<file path="config.mk">
export PLATFORM = sky130hd
export DESIGN_NAME = line_follow_drive_controller
export DESIGN_NICKNAME = d
export VERILOG_FILES = /design/src/hw/rtl/lfdc_pkg.sv /design/src/hw/rtl/line_follow_drive_controller.sv
export SDC_FILE = /design/constraint.sdc
export NUM_CORES = 1
export LEC_CHECK = 0
export BUFFER_PORTS_ARGS = -buffer_cell sky130_fd_sc_hd__clkbuf_2
export CAP_MARGIN = 10
export CORE_UTILIZATION = 55
export DETAILED_ROUTE_END_ITERATION = 10
export PLACE_DENSITY_LB_ADDON = 0.1
export SYNTH_ARGS = -nofsm -noshare
export SYNTH_HDL_FRONTEND = slang
export SYNTH_SLANG_ARGS = --single-unit
</file>
<file path="constraint.sdc">
create_clock -name clock -period 39.4 [get_ports clock]
set_clock_uncertainty 0.05 [all_clocks]
set_input_delay 9.85 -clock clock [delete_from_list [all_inputs] [get_ports clock]]
set_output_delay 9.85 -clock clock [all_outputs]
set_load 0.02 [all_outputs]
</file>
<file path="src/hw/rtl/lfdc_pkg.sv">
// ----------------------------------------------------------------------------
// lfdc_pkg
// Shared widths, action and register codes, reset values and the line
// weight table for the line-follow drive controller.
// ----------------------------------------------------------------------------
package lfdc_pkg;

   localparam int SPEED_W   = 14;
   localparam int GAIN_W    = 10;
   localparam int TICK_W    = 8;
   localparam int FRONT_W   = 11;
   localparam int ACT_W     = 3;
   localparam int IDX_W     = 4;
   localparam int WMAG_W    = 10;
   localparam int OUT_SPD_W = 21;
   localparam int CALC_W    = 22;
   localparam int REQ_DW    = 16;
   localparam int RSP_DW    = 56;
   localparam int CSR_AW    = 3;
   localparam int CSR_DW    = 14;

   localparam logic [ACT_W-1:0] ACT_STOP     = 3'd0;
   localparam logic [ACT_W-1:0] ACT_AHEAD    = 3'd1;
   localparam logic [ACT_W-1:0] ACT_LEFT     = 3'd2;
   localparam logic [ACT_W-1:0] ACT_RIGHT    = 3'd3;
   localparam logic [ACT_W-1:0] ACT_BACK     = 3'd4;
   localparam logic [ACT_W-1:0] ACT_APPROACH = 3'd5;

   localparam logic [CSR_AW-1:0] CSR_CRUISE_SPEED     = 3'd0;
   localparam logic [CSR_AW-1:0] CSR_CRUISE_MIN_SPEED = 3'd1;
   localparam logic [CSR_AW-1:0] CSR_CRUISE_GAIN      = 3'd2;
   localparam logic [CSR_AW-1:0] CSR_APPROACH_SPEED   = 3'd3;
   localparam logic [CSR_AW-1:0] CSR_APPROACH_GAIN    = 3'd4;
   localparam logic [CSR_AW-1:0] CSR_FAST_TURN_SPEED  = 3'd5;
   localparam logic [CSR_AW-1:0] CSR_SLOW_TURN_SPEED  = 3'd6;
   localparam logic [CSR_AW-1:0] CSR_FAST_TURN_TICKS  = 3'd7;

   localparam logic [SPEED_W-1:0] RST_CRUISE_SPEED     = 14'd8000;
   localparam logic [SPEED_W-1:0] RST_CRUISE_MIN_SPEED = 14'd100;
   localparam logic [GAIN_W-1:0]  RST_CRUISE_GAIN      = 10'd80;
   localparam logic [SPEED_W-1:0] RST_APPROACH_SPEED   = 14'd3000;
   localparam logic [GAIN_W-1:0]  RST_APPROACH_GAIN    = 10'd300;
   localparam logic [SPEED_W-1:0] RST_FAST_TURN_SPEED  = 14'd9000;
   localparam logic [SPEED_W-1:0] RST_SLOW_TURN_SPEED  = 14'd5000;
   localparam logic [TICK_W-1:0]  RST_FAST_TURN_TICKS  = 8'd10;

   localparam logic [IDX_W-1:0] RST_EDGE_LEFT  = 4'd0;
   localparam logic [IDX_W-1:0] RST_EDGE_RIGHT = 4'd11;
   localparam logic [IDX_W-1:0] POS_CENTRE     = 4'd5;
   localparam logic [IDX_W-1:0] POS_MAX        = 4'd10;

   localparam logic [TICK_W-1:0] AHEAD_TICKS_MAX  = 8'd255;
   localparam logic [TICK_W-1:0] CROSS_MIN_TICKS  = 8'd5;
   localparam logic [TICK_W-1:0] EARLY_MAX_TICKS  = 8'd10;
   localparam logic [3:0]        CROSS_MIN_COUNT  = 4'd7;

   // magnitude of the steering weight; positions below centre are negative
   function automatic logic [WMAG_W-1:0] weight_mag(input logic [IDX_W-1:0] pos);
      logic [WMAG_W-1:0] m;
      case (pos)
         4'd0, 4'd10: m = 10'd1000;
         4'd1, 4'd9:  m = 10'd300;
         4'd2:        m = 10'd150;
         4'd3, 4'd7:  m = 10'd60;
         4'd4, 4'd6:  m = 10'd50;
         4'd8:        m = 10'd100;
         default:     m = 10'd0;
      endcase
      return m;
   endfunction

endpackage

</file>
<file path="src/hw/rtl/line_follow_drive_controller.sv">
// ----------------------------------------------------------------------------
// line_follow_drive_controller
// Action sequencer and differential steering for a line-following car.
// ----------------------------------------------------------------------------
// One result per request, one request per clock while rsp is not stalled. A
// request is registered, evaluated in a single pass against the action state
// and written to the result register. rsp_tvalid comes from the result register,
// so a request passes through the input and result registers before its rsp transfer.
// The state update (edge search, weight lookup and one 10x10 multiply) is
// combinational; back-pressure on rsp stalls the input register.
module line_follow_drive_controller (
   input  logic                            clock,
   input  logic                            reset,
   input  logic                            req_tvalid,
   output logic                            req_tready,
   // front_sensors[10:0], left_side_sensor, right_side_sensor, action_code[2:0]
   input  logic [lfdc_pkg::REQ_DW-1:0]     req_tdata,
   // req_type
   input  logic                            req_tuser,
   output logic                            rsp_tvalid,
   input  logic                            rsp_tready,
   // left_speed[20:0], right_speed[20:0], head_cross_event, on_cross_event,
   // finish_event, reverse_direction, command_accepted, action_now[2:0], pad
   output logic [lfdc_pkg::RSP_DW-1:0]     rsp_tdata,
   // drive_valid
   output logic                            rsp_tuser,
   input  logic                            csr_we,
   input  logic [lfdc_pkg::CSR_AW-1:0]     csr_addr,
   input  logic [lfdc_pkg::CSR_DW-1:0]     csr_wdata
);

   localparam int SW = lfdc_pkg::SPEED_W;
   localparam int GW = lfdc_pkg::GAIN_W;
   localparam int TW = lfdc_pkg::TICK_W;
   localparam int AW = lfdc_pkg::ACT_W;
   localparam int IW = lfdc_pkg::IDX_W;
   localparam int CW = lfdc_pkg::CALC_W;
   localparam int OW = lfdc_pkg::OUT_SPD_W;
   localparam int FW = lfdc_pkg::FRONT_W;

   // configuration
   logic [SW-1:0] cruise_speed_ff, cruise_min_speed_ff, approach_speed_ff;
   logic [SW-1:0] fast_turn_speed_ff, slow_turn_speed_ff;
   logic [GW-1:0] cruise_gain_ff, approach_gain_ff;
   logic [TW-1:0] fast_turn_ticks_ff;

   // input register
   logic          s1_valid_ff, s1_valid_in;
   logic          s1_type_ff;
   logic [FW-1:0] s1_front_ff;
   logic          s1_side_ff;
   logic [AW-1:0] s1_code_ff;

   // action state
   logic [AW-1:0] action_ff, action_in;
   logic          intr_ff, intr_in;
   logic [TW-1:0] ahead_ticks_ff, ahead_ticks_in;
   logic [TW-1:0] lturn_ff, lturn_in;
   logic [TW-1:0] rturn_ff, rturn_in;
   logic [IW-1:0] edge_l_ff, edge_l_in;
   logic [IW-1:0] edge_r_ff, edge_r_in;

   // result register
   logic                        rsp_valid_ff, rsp_valid_in;
   logic                        rsp_user_ff, rsp_user_in;
   logic [lfdc_pkg::RSP_DW-1:0] rsp_data_ff, rsp_data_in;

   logic advance, fire, tick;

   // edge search and weight
   logic [IW-1:0]          edge_l_new, edge_r_new;
   logic signed [IW:0]     diff;
   logic signed [IW:0]     half;
   logic signed [IW+1:0]   pos_s;
   logic [IW-1:0]          pos;
   logic [lfdc_pkg::WMAG_W-1:0] wmag;
   logic                   wneg;
   logic [3:0]             count;
   logic                   front_cross;

   // steering arithmetic
   logic [SW-1:0]                     base_speed;
   logic [GW-1:0]                     gain;
   logic [lfdc_pkg::WMAG_W+GW-1:0]    prod;
   logic signed [CW-1:0]              slowed;
   logic signed [CW-1:0]              slowed_clamped;
   logic                              is_left_turn;
   logic [TW-1:0]                     turn_ticks;
   logic signed [CW-1:0]              turn_mag;

   // result fields
   logic signed [CW-1:0] left_spd, right_spd;
   logic hc, oc, fin, rev, acc;

   assign advance     = !rsp_valid_ff || rsp_tready;
   assign fire        = s1_valid_ff && advance;
   assign tick        = fire && !s1_type_ff;
   assign req_tready  = !s1_valid_ff || advance;
   assign s1_valid_in = (req_tvalid && req_tready) || (s1_valid_ff && !advance);

   always_comb begin
      edge_l_new = edge_l_ff;
      edge_r_new = edge_r_ff;
      count      = '0;
      for (int i = 1; i < FW - 1; i++) begin
         if (s1_front_ff[i] && !s1_front_ff[i-1]) begin
            edge_l_new = IW'(i);
         end
         if (s1_front_ff[i] && !s1_front_ff[i+1]) begin
            edge_r_new = IW'(i);
         end
      end
      for (int i = 0; i < FW; i++) begin
         count = count + 4'(s1_front_ff[i]);
      end
   end

   // midpoint with truncation towards zero, clamped to the bar
   assign diff  = $signed({1'b0, edge_r_new}) - $signed({1'b0, edge_l_new});
   assign half  = (diff + $signed({{IW{1'b0}}, diff[IW]})) >>> 1;
   assign pos_s = (IW+2)'(half) + $signed({2'b00, edge_l_new});
   always_comb begin
      if (pos_s[IW+1]) begin
         pos = '0;
      end else if (pos_s > $signed({2'b00, lfdc_pkg::POS_MAX})) begin
         pos = lfdc_pkg::POS_MAX;
      end else begin
         pos = pos_s[IW-1:0];
      end
   end
   assign wmag = lfdc_pkg::weight_mag(pos);
   assign wneg = pos < lfdc_pkg::POS_CENTRE;

   assign front_cross = (count >= lfdc_pkg::CROSS_MIN_COUNT && (&s1_front_ff[2:0]))
                        || (&s1_front_ff[10:8]);

   assign base_speed = (action_ff == lfdc_pkg::ACT_APPROACH) ? approach_speed_ff
                                                             : cruise_speed_ff;
   assign gain       = (action_ff == lfdc_pkg::ACT_APPROACH) ? approach_gain_ff
                                                             : cruise_gain_ff;
   assign prod       = wmag * gain;
   assign slowed     = $signed(CW'(base_speed)) - $signed(CW'(prod));
   assign slowed_clamped = (slowed < $signed(CW'(cruise_min_speed_ff)))
                           ? $signed(CW'(cruise_min_speed_ff)) : slowed;

   assign is_left_turn = action_ff == lfdc_pkg::ACT_LEFT;
   assign turn_ticks   = is_left_turn ? lturn_ff : rturn_ff;

   always_comb begin
      logic [TW-1:0] at;
      at             = ahead_ticks_ff;
      action_in      = action_ff;
      intr_in        = intr_ff;
      ahead_ticks_in = ahead_ticks_ff;
      lturn_in       = lturn_ff;
      rturn_in       = rturn_ff;
      edge_l_in      = edge_l_ff;
      edge_r_in      = edge_r_ff;
      left_spd       = '0;
      right_spd      = '0;
      turn_mag       = '0;
      hc             = 1'b0;
      oc             = 1'b0;
      fin            = 1'b0;
      rev            = 1'b0;
      acc            = 1'b0;
      if (fire && s1_type_ff) begin
         if (intr_ff) begin
            action_in = s1_code_ff;
            acc       = 1'b1;
         end
      end else if (tick) begin
         case (action_ff)
            lfdc_pkg::ACT_AHEAD: begin
               if (at != lfdc_pkg::AHEAD_TICKS_MAX) begin
                  at = at + TW'(1);
               end
               intr_in = 1'b1;
               if (front_cross && at > lfdc_pkg::CROSS_MIN_TICKS) begin
                  hc = 1'b1;
                  at = '0;
               end
               oc             = s1_side_ff && at < lfdc_pkg::EARLY_MAX_TICKS;
               ahead_ticks_in = at;
               edge_l_in      = edge_l_new;
               edge_r_in      = edge_r_new;
               if (wneg) begin
                  left_spd  = slowed_clamped;
                  right_spd = $signed(CW'(cruise_speed_ff));
               end else begin
                  left_spd  = $signed(CW'(cruise_speed_ff));
                  right_spd = slowed_clamped;
               end
            end
            lfdc_pkg::ACT_APPROACH: begin
               edge_l_in = edge_l_new;
               edge_r_in = edge_r_new;
               intr_in   = 1'b0;
               if (s1_side_ff) begin
                  intr_in = 1'b1;
                  fin     = 1'b1;
               end else if (wneg) begin
                  left_spd  = slowed;
                  right_spd = $signed(CW'(approach_speed_ff));
               end else begin
                  left_spd  = $signed(CW'(approach_speed_ff));
                  right_spd = slowed;
               end
            end
            lfdc_pkg::ACT_LEFT, lfdc_pkg::ACT_RIGHT: begin
               intr_in = 1'b0;
               if (turn_ticks < fast_turn_ticks_ff) begin
                  turn_mag = $signed(CW'(fast_turn_speed_ff));
                  if (is_left_turn) begin
                     lturn_in = lturn_ff + TW'(1);
                  end else begin
                     rturn_in = rturn_ff + TW'(1);
                  end
               end else if (s1_side_ff) begin
                  action_in = lfdc_pkg::ACT_STOP;
                  intr_in   = 1'b1;
                  fin       = 1'b1;
                  if (is_left_turn) begin
                     lturn_in = '0;
                  end else begin
                     rturn_in = '0;
                  end
               end else begin
                  turn_mag = $signed(CW'(slow_turn_speed_ff));
               end
               if (is_left_turn) begin
                  left_spd  = -turn_mag;
                  right_spd = turn_mag;
               end else begin
                  left_spd  = turn_mag;
                  right_spd = -turn_mag;
               end
            end
            lfdc_pkg::ACT_BACK: begin
               rev = 1'b1;
               fin = 1'b1;
            end
            default: begin
               intr_in = 1'b1;
               fin     = 1'b1;
            end
         endcase
      end
   end

   assign rsp_valid_in = s1_valid_ff || (rsp_valid_ff && !rsp_tready);
   assign rsp_user_in  = !s1_type_ff;
   assign rsp_data_in  = {6'b0, action_in, acc, rev, fin, oc, hc,
                          right_spd[OW-1:0], left_spd[OW-1:0]};

   always_ff @(posedge clock) begin
      if (reset) begin
         cruise_speed_ff     <= lfdc_pkg::RST_CRUISE_SPEED;
         cruise_min_speed_ff <= lfdc_pkg::RST_CRUISE_MIN_SPEED;
         cruise_gain_ff      <= lfdc_pkg::RST_CRUISE_GAIN;
         approach_speed_ff   <= lfdc_pkg::RST_APPROACH_SPEED;
         approach_gain_ff    <= lfdc_pkg::RST_APPROACH_GAIN;
         fast_turn_speed_ff  <= lfdc_pkg::RST_FAST_TURN_SPEED;
         slow_turn_speed_ff  <= lfdc_pkg::RST_SLOW_TURN_SPEED;
         fast_turn_ticks_ff  <= lfdc_pkg::RST_FAST_TURN_TICKS;
      end else if (csr_we) begin
         case (csr_addr)
            lfdc_pkg::CSR_CRUISE_SPEED:     cruise_speed_ff     <= csr_wdata;
            lfdc_pkg::CSR_CRUISE_MIN_SPEED: cruise_min_speed_ff <= csr_wdata;
            lfdc_pkg::CSR_CRUISE_GAIN:      cruise_gain_ff      <= csr_wdata[GW-1:0];
            lfdc_pkg::CSR_APPROACH_SPEED:   approach_speed_ff   <= csr_wdata;
            lfdc_pkg::CSR_APPROACH_GAIN:    approach_gain_ff    <= csr_wdata[GW-1:0];
            lfdc_pkg::CSR_FAST_TURN_SPEED:  fast_turn_speed_ff  <= csr_wdata;
            lfdc_pkg::CSR_SLOW_TURN_SPEED:  slow_turn_speed_ff  <= csr_wdata;
            lfdc_pkg::CSR_FAST_TURN_TICKS:  fast_turn_ticks_ff  <= csr_wdata[TW-1:0];
            default: begin
            end
         endcase
      end
   end

   always_ff @(posedge clock) begin
      if (reset) begin
         s1_valid_ff    <= 1'b0;
         rsp_valid_ff   <= 1'b0;
         action_ff      <= lfdc_pkg::ACT_AHEAD;
         intr_ff        <= 1'b1;
         ahead_ticks_ff <= '0;
         lturn_ff       <= '0;
         rturn_ff       <= '0;
         edge_l_ff      <= lfdc_pkg::RST_EDGE_LEFT;
         edge_r_ff      <= lfdc_pkg::RST_EDGE_RIGHT;
      end else begin
         s1_valid_ff    <= s1_valid_in;
         rsp_valid_ff   <= rsp_valid_in;
         action_ff      <= action_in;
         intr_ff        <= intr_in;
         ahead_ticks_ff <= ahead_ticks_in;
         lturn_ff       <= lturn_in;
         rturn_ff       <= rturn_in;
         edge_l_ff      <= edge_l_in;
         edge_r_ff      <= edge_r_in;
      end
   end

   always_ff @(posedge clock) begin
      if (req_tvalid && req_tready) begin
         s1_type_ff  <= req_tuser;
         s1_front_ff <= req_tdata[FW-1:0];
         s1_side_ff  <= req_tdata[FW] || req_tdata[FW+1];
         s1_code_ff  <= req_tdata[FW+2+:AW];
      end
      if (fire) begin
         rsp_user_ff <= rsp_user_in;
         rsp_data_ff <= rsp_data_in;
      end
   end

   assign rsp_tvalid = rsp_valid_ff;
   assign rsp_tuser  = rsp_user_ff;
   assign rsp_tdata  = rsp_data_ff;

   // only turns and approach hold off commands
   a_intr_actions: assert property (@(posedge clock) disable iff (reset)
      !intr_ff |-> (action_ff == lfdc_pkg::ACT_LEFT || action_ff == lfdc_pkg::ACT_RIGHT
                    || action_ff == lfdc_pkg::ACT_APPROACH))
      else $error("command blocked outside turn or approach");

   a_cross_clears: assert property (@(posedge clock) disable iff (reset)
      (tick && action_ff == lfdc_pkg::ACT_AHEAD && hc) |=> ahead_ticks_ff == '0)
      else $error("ahead tick count not cleared on crossing");

   a_turn_done_stop: assert property (@(posedge clock) disable iff (reset)
      (tick && (action_ff == lfdc_pkg::ACT_LEFT || action_ff == lfdc_pkg::ACT_RIGHT) && fin)
      |=> action_ff == lfdc_pkg::ACT_STOP && intr_ff)
      else $error("finished turn did not fall back to stop");

   a_cmd_no_drive: assert property (@(posedge clock) disable iff (reset)
      (fire && s1_type_ff) |=> rsp_tvalid && !rsp_tuser && rsp_tdata[41:0] == '0)
      else $error("command transfer drove wheel speeds");

endmodule

</file>
==> metrics.cfg <==
[job]
cap_violations = 0

[synth]
ys_top_cells_by_count = nand2_1 (338), inv_1 (191), a21oi_1 (184)
yosysMostFrequentCell = nand2_1
yosysTopAreaCell = dfxtp_1
synth_cells = 1969
yosysSeqAreaShare_pct = 29.88
yosys_warnings = 0
synthArstFlopShare_pct = 0
avgSynthCellArea_um2 = 8.046
synth.area.top_cells = dfxtp_1 (17%), edfxtp_1 (13%), fa_1 (9.4%)
synth_edf_count = 67
ys_types = 76
synth-seq-cells = 203
synth_ff_type = dfxtp_1
syn_area_um2 = 15840
synth_top_area_share_pct = 17.19

[critical_path]
r2r_start = s1_front_ff[1]
ff2ff_setup_slack_ns = 23.74
end_kind = output pin
start_kind = input port
crit_fanout = 4
crit_type = in2out
worstPathCellList = clkbuf_2, nor2b_1, nand2_1, clkbuf_2
cp_slowest_cell = nor2b_1
crit_path_frequent_cell = clkbuf_2
worstPathArrival_ns = 10.51
critPathRequiredTime_ns = 29.50
max_stage_delay_ns = 0.29
reg2regPathDepth = 59
reg2reg_to = rsp_tdata[9]

[detailed_routing]
drt-initial-drc-count = 1074
wirelength_um = 43410
routedWlPerCell_um = 18.08
first_pass_iters = 5
viasPerCell = 5.803
ant_nets = 0
vias = 13932
drc = 0

[clock_tree]
cts_hold_buffers = 0
clock_latency_ns = 0.53
ctsResizeCount = 0
cts_root_buf = clkbuf_16
clock-sinks = 203
htreeDepth = 1
clkTransAtPathRegs_ns = 0.06
cts_tree = done
cts_setup_buffers = 0
cts_buffers = 23
clock_path_buffers = 3

[hold_path]
min_delay_path_depth = 2
min_to = cruise_gain_ff[0]
hold_start = cruise_gain_ff[0]
hold_path.class = reg2reg

[finish]
regArea_um2 = 4735
final_cells = 2401
area_growth_pct = 9.580
fill_cells = 2595
n_antenna_cell = 0
final_nets = 2224
drive_gt1_share_pct = 9.886
multi_input_area_um2 = 10030

[timing]
slew_headroom_pct = 17.12
worst_slew_pin_slew_ns = 1.239
period_needed_ns = 20.41
slew_viol_final = 0
rsz0062_at_grt = no
timing.final.crit_share_pct = 51.80
hold_viol = 0
fmax_ghz = 0.04900
setup_viol = 0
fin_setup_tns_ns = 0

[die]
die_height_um = 171.7
rows = 61
ioPinCount = 98
die_w_um = 171.7
coreArea_um2 = 28090
start_util_pct = 56.41
die_area_um2 = 29490

[status]
status = finished, final reports clean

[grt]
grt_pass1_vias = 13266
grt_pass1_wl_um = 69790
antenna_found_initial = 1
grt_overflow = 0
grt_usage_pct = 30.15
grt_max_degree = 123

[placed_design]
gp_congestion = 0.9817
dp_hpwl_um = 32400
dp.cells = 2359
numPortBuffers = 91

-- critical path, delay by kind of cell --
family,cells,cell delay [ns]
simple gates,2,0.41
buf+inv,2,0.25
-- sequential cells by signal, indices dropped and copies added, names as in the netlist, 3 cells and up --
register             flops
rsp_tdata               50
approach_speed_ff       14
cruise_min_speed_ff     14
cruise_speed_ff         14
fast_turn_speed_ff      14
slow_turn_speed_ff      14
s1_front_ff             11
approach_gain_ff        10
cruise_gain_ff          10
ahead_ticks_ff           8
fast_turn_ticks_ff       8
lturn_ff                 8
rturn_ff                 8
edge_l_ff                4
edge_r_ff                4
action_ff                3
s1_code_ff               3
-- area by class of cell --
cell class | instances | area share, %
repair buffers | 107 | 3.330
clock inverters | 10 | 1.110
well taps | 378 | 2.724
inverters | 192 | 4.151
flip-flops and latches | 203 | 27.27
clock buffers | 32 | 3.625
multi-input cells | 1479 | 57.79
-- per-layer routing --
metal / up-vias / GRT usage (%) / routed length (um)
met5: - / 0 / 13
met4: 2 / 8.385 / 1073
met3: 79 / 3.566 / 2809
met2: 489 / 49.83 / 19930
met1: 6609 / 41.43 / 19590
li1: 6753 / - / -
-- cell usage in the layout (no fill, tap or decap), types with 33 or more instances in the layout --
master	count
clkbuf_2	90
ha_1	105
nor2_1	180
fa_1	74
a21oi_1	183
nand2_1	338
mux2i_1	38
nand3b_1	33
dfxtp_1	136
inv_1	191
o21ai_0	82
edfxtp_1	67
-- worst max path at each step --
stage | startpoint | cells past startpoint | endpoint | slack [ns]
after floorplan | rsp_tready | 2 | req_tready | 19.28
after global placement | rsp_tready | 4 | req_tready | 19.01
after detailed placement | rsp_tready | 4 | req_tready | 18.99
after CTS | rsp_tready | 4 | req_tready | 18.99
after global routing | rsp_tready | 4 | req_tready | 18.91
final | rsp_tready | 4 | req_tready | 18.99
-- per-stage QoR --
step / instance area (um^2) / setup WS (ns) / hold WS (ns) / util (%)
2_1_floorplan: 15860 / 19.28 / 0.3776 / -
3_5_place_dp: 16540 / 18.99 / 0.3965 / 58.88
3_3_place_gp: 16540 / 19.01 / 0.3907 / 58.88
5_1_grt: 17360 / 18.91 / 0.4156 / 61.81
4_1_cts: 17360 / 18.99 / 0.4052 / 61.81
6_report: 17360 / 18.99 / 0.4051 / 61.81
-- cell families after synthesis --
| logic type | Yosys count | synth area share (%) |
|---|---|---|
| flops | 203 | 29.88 |
| buf+inv | 292 | 7.139 |
| compound gates | 428 | 16.54 |
| mux | 60 | 3.980 |
| other cells | 1 | 0.02367 |
| fa+ha+maj | 180 | 17.71 |
| simple gates | 749 | 21.63 |
| xor+xnor | 56 | 3.096 |
Power is not shown: default switching activity piles up to over one toggle a cycle in this logic, so the estimate is an artifact.
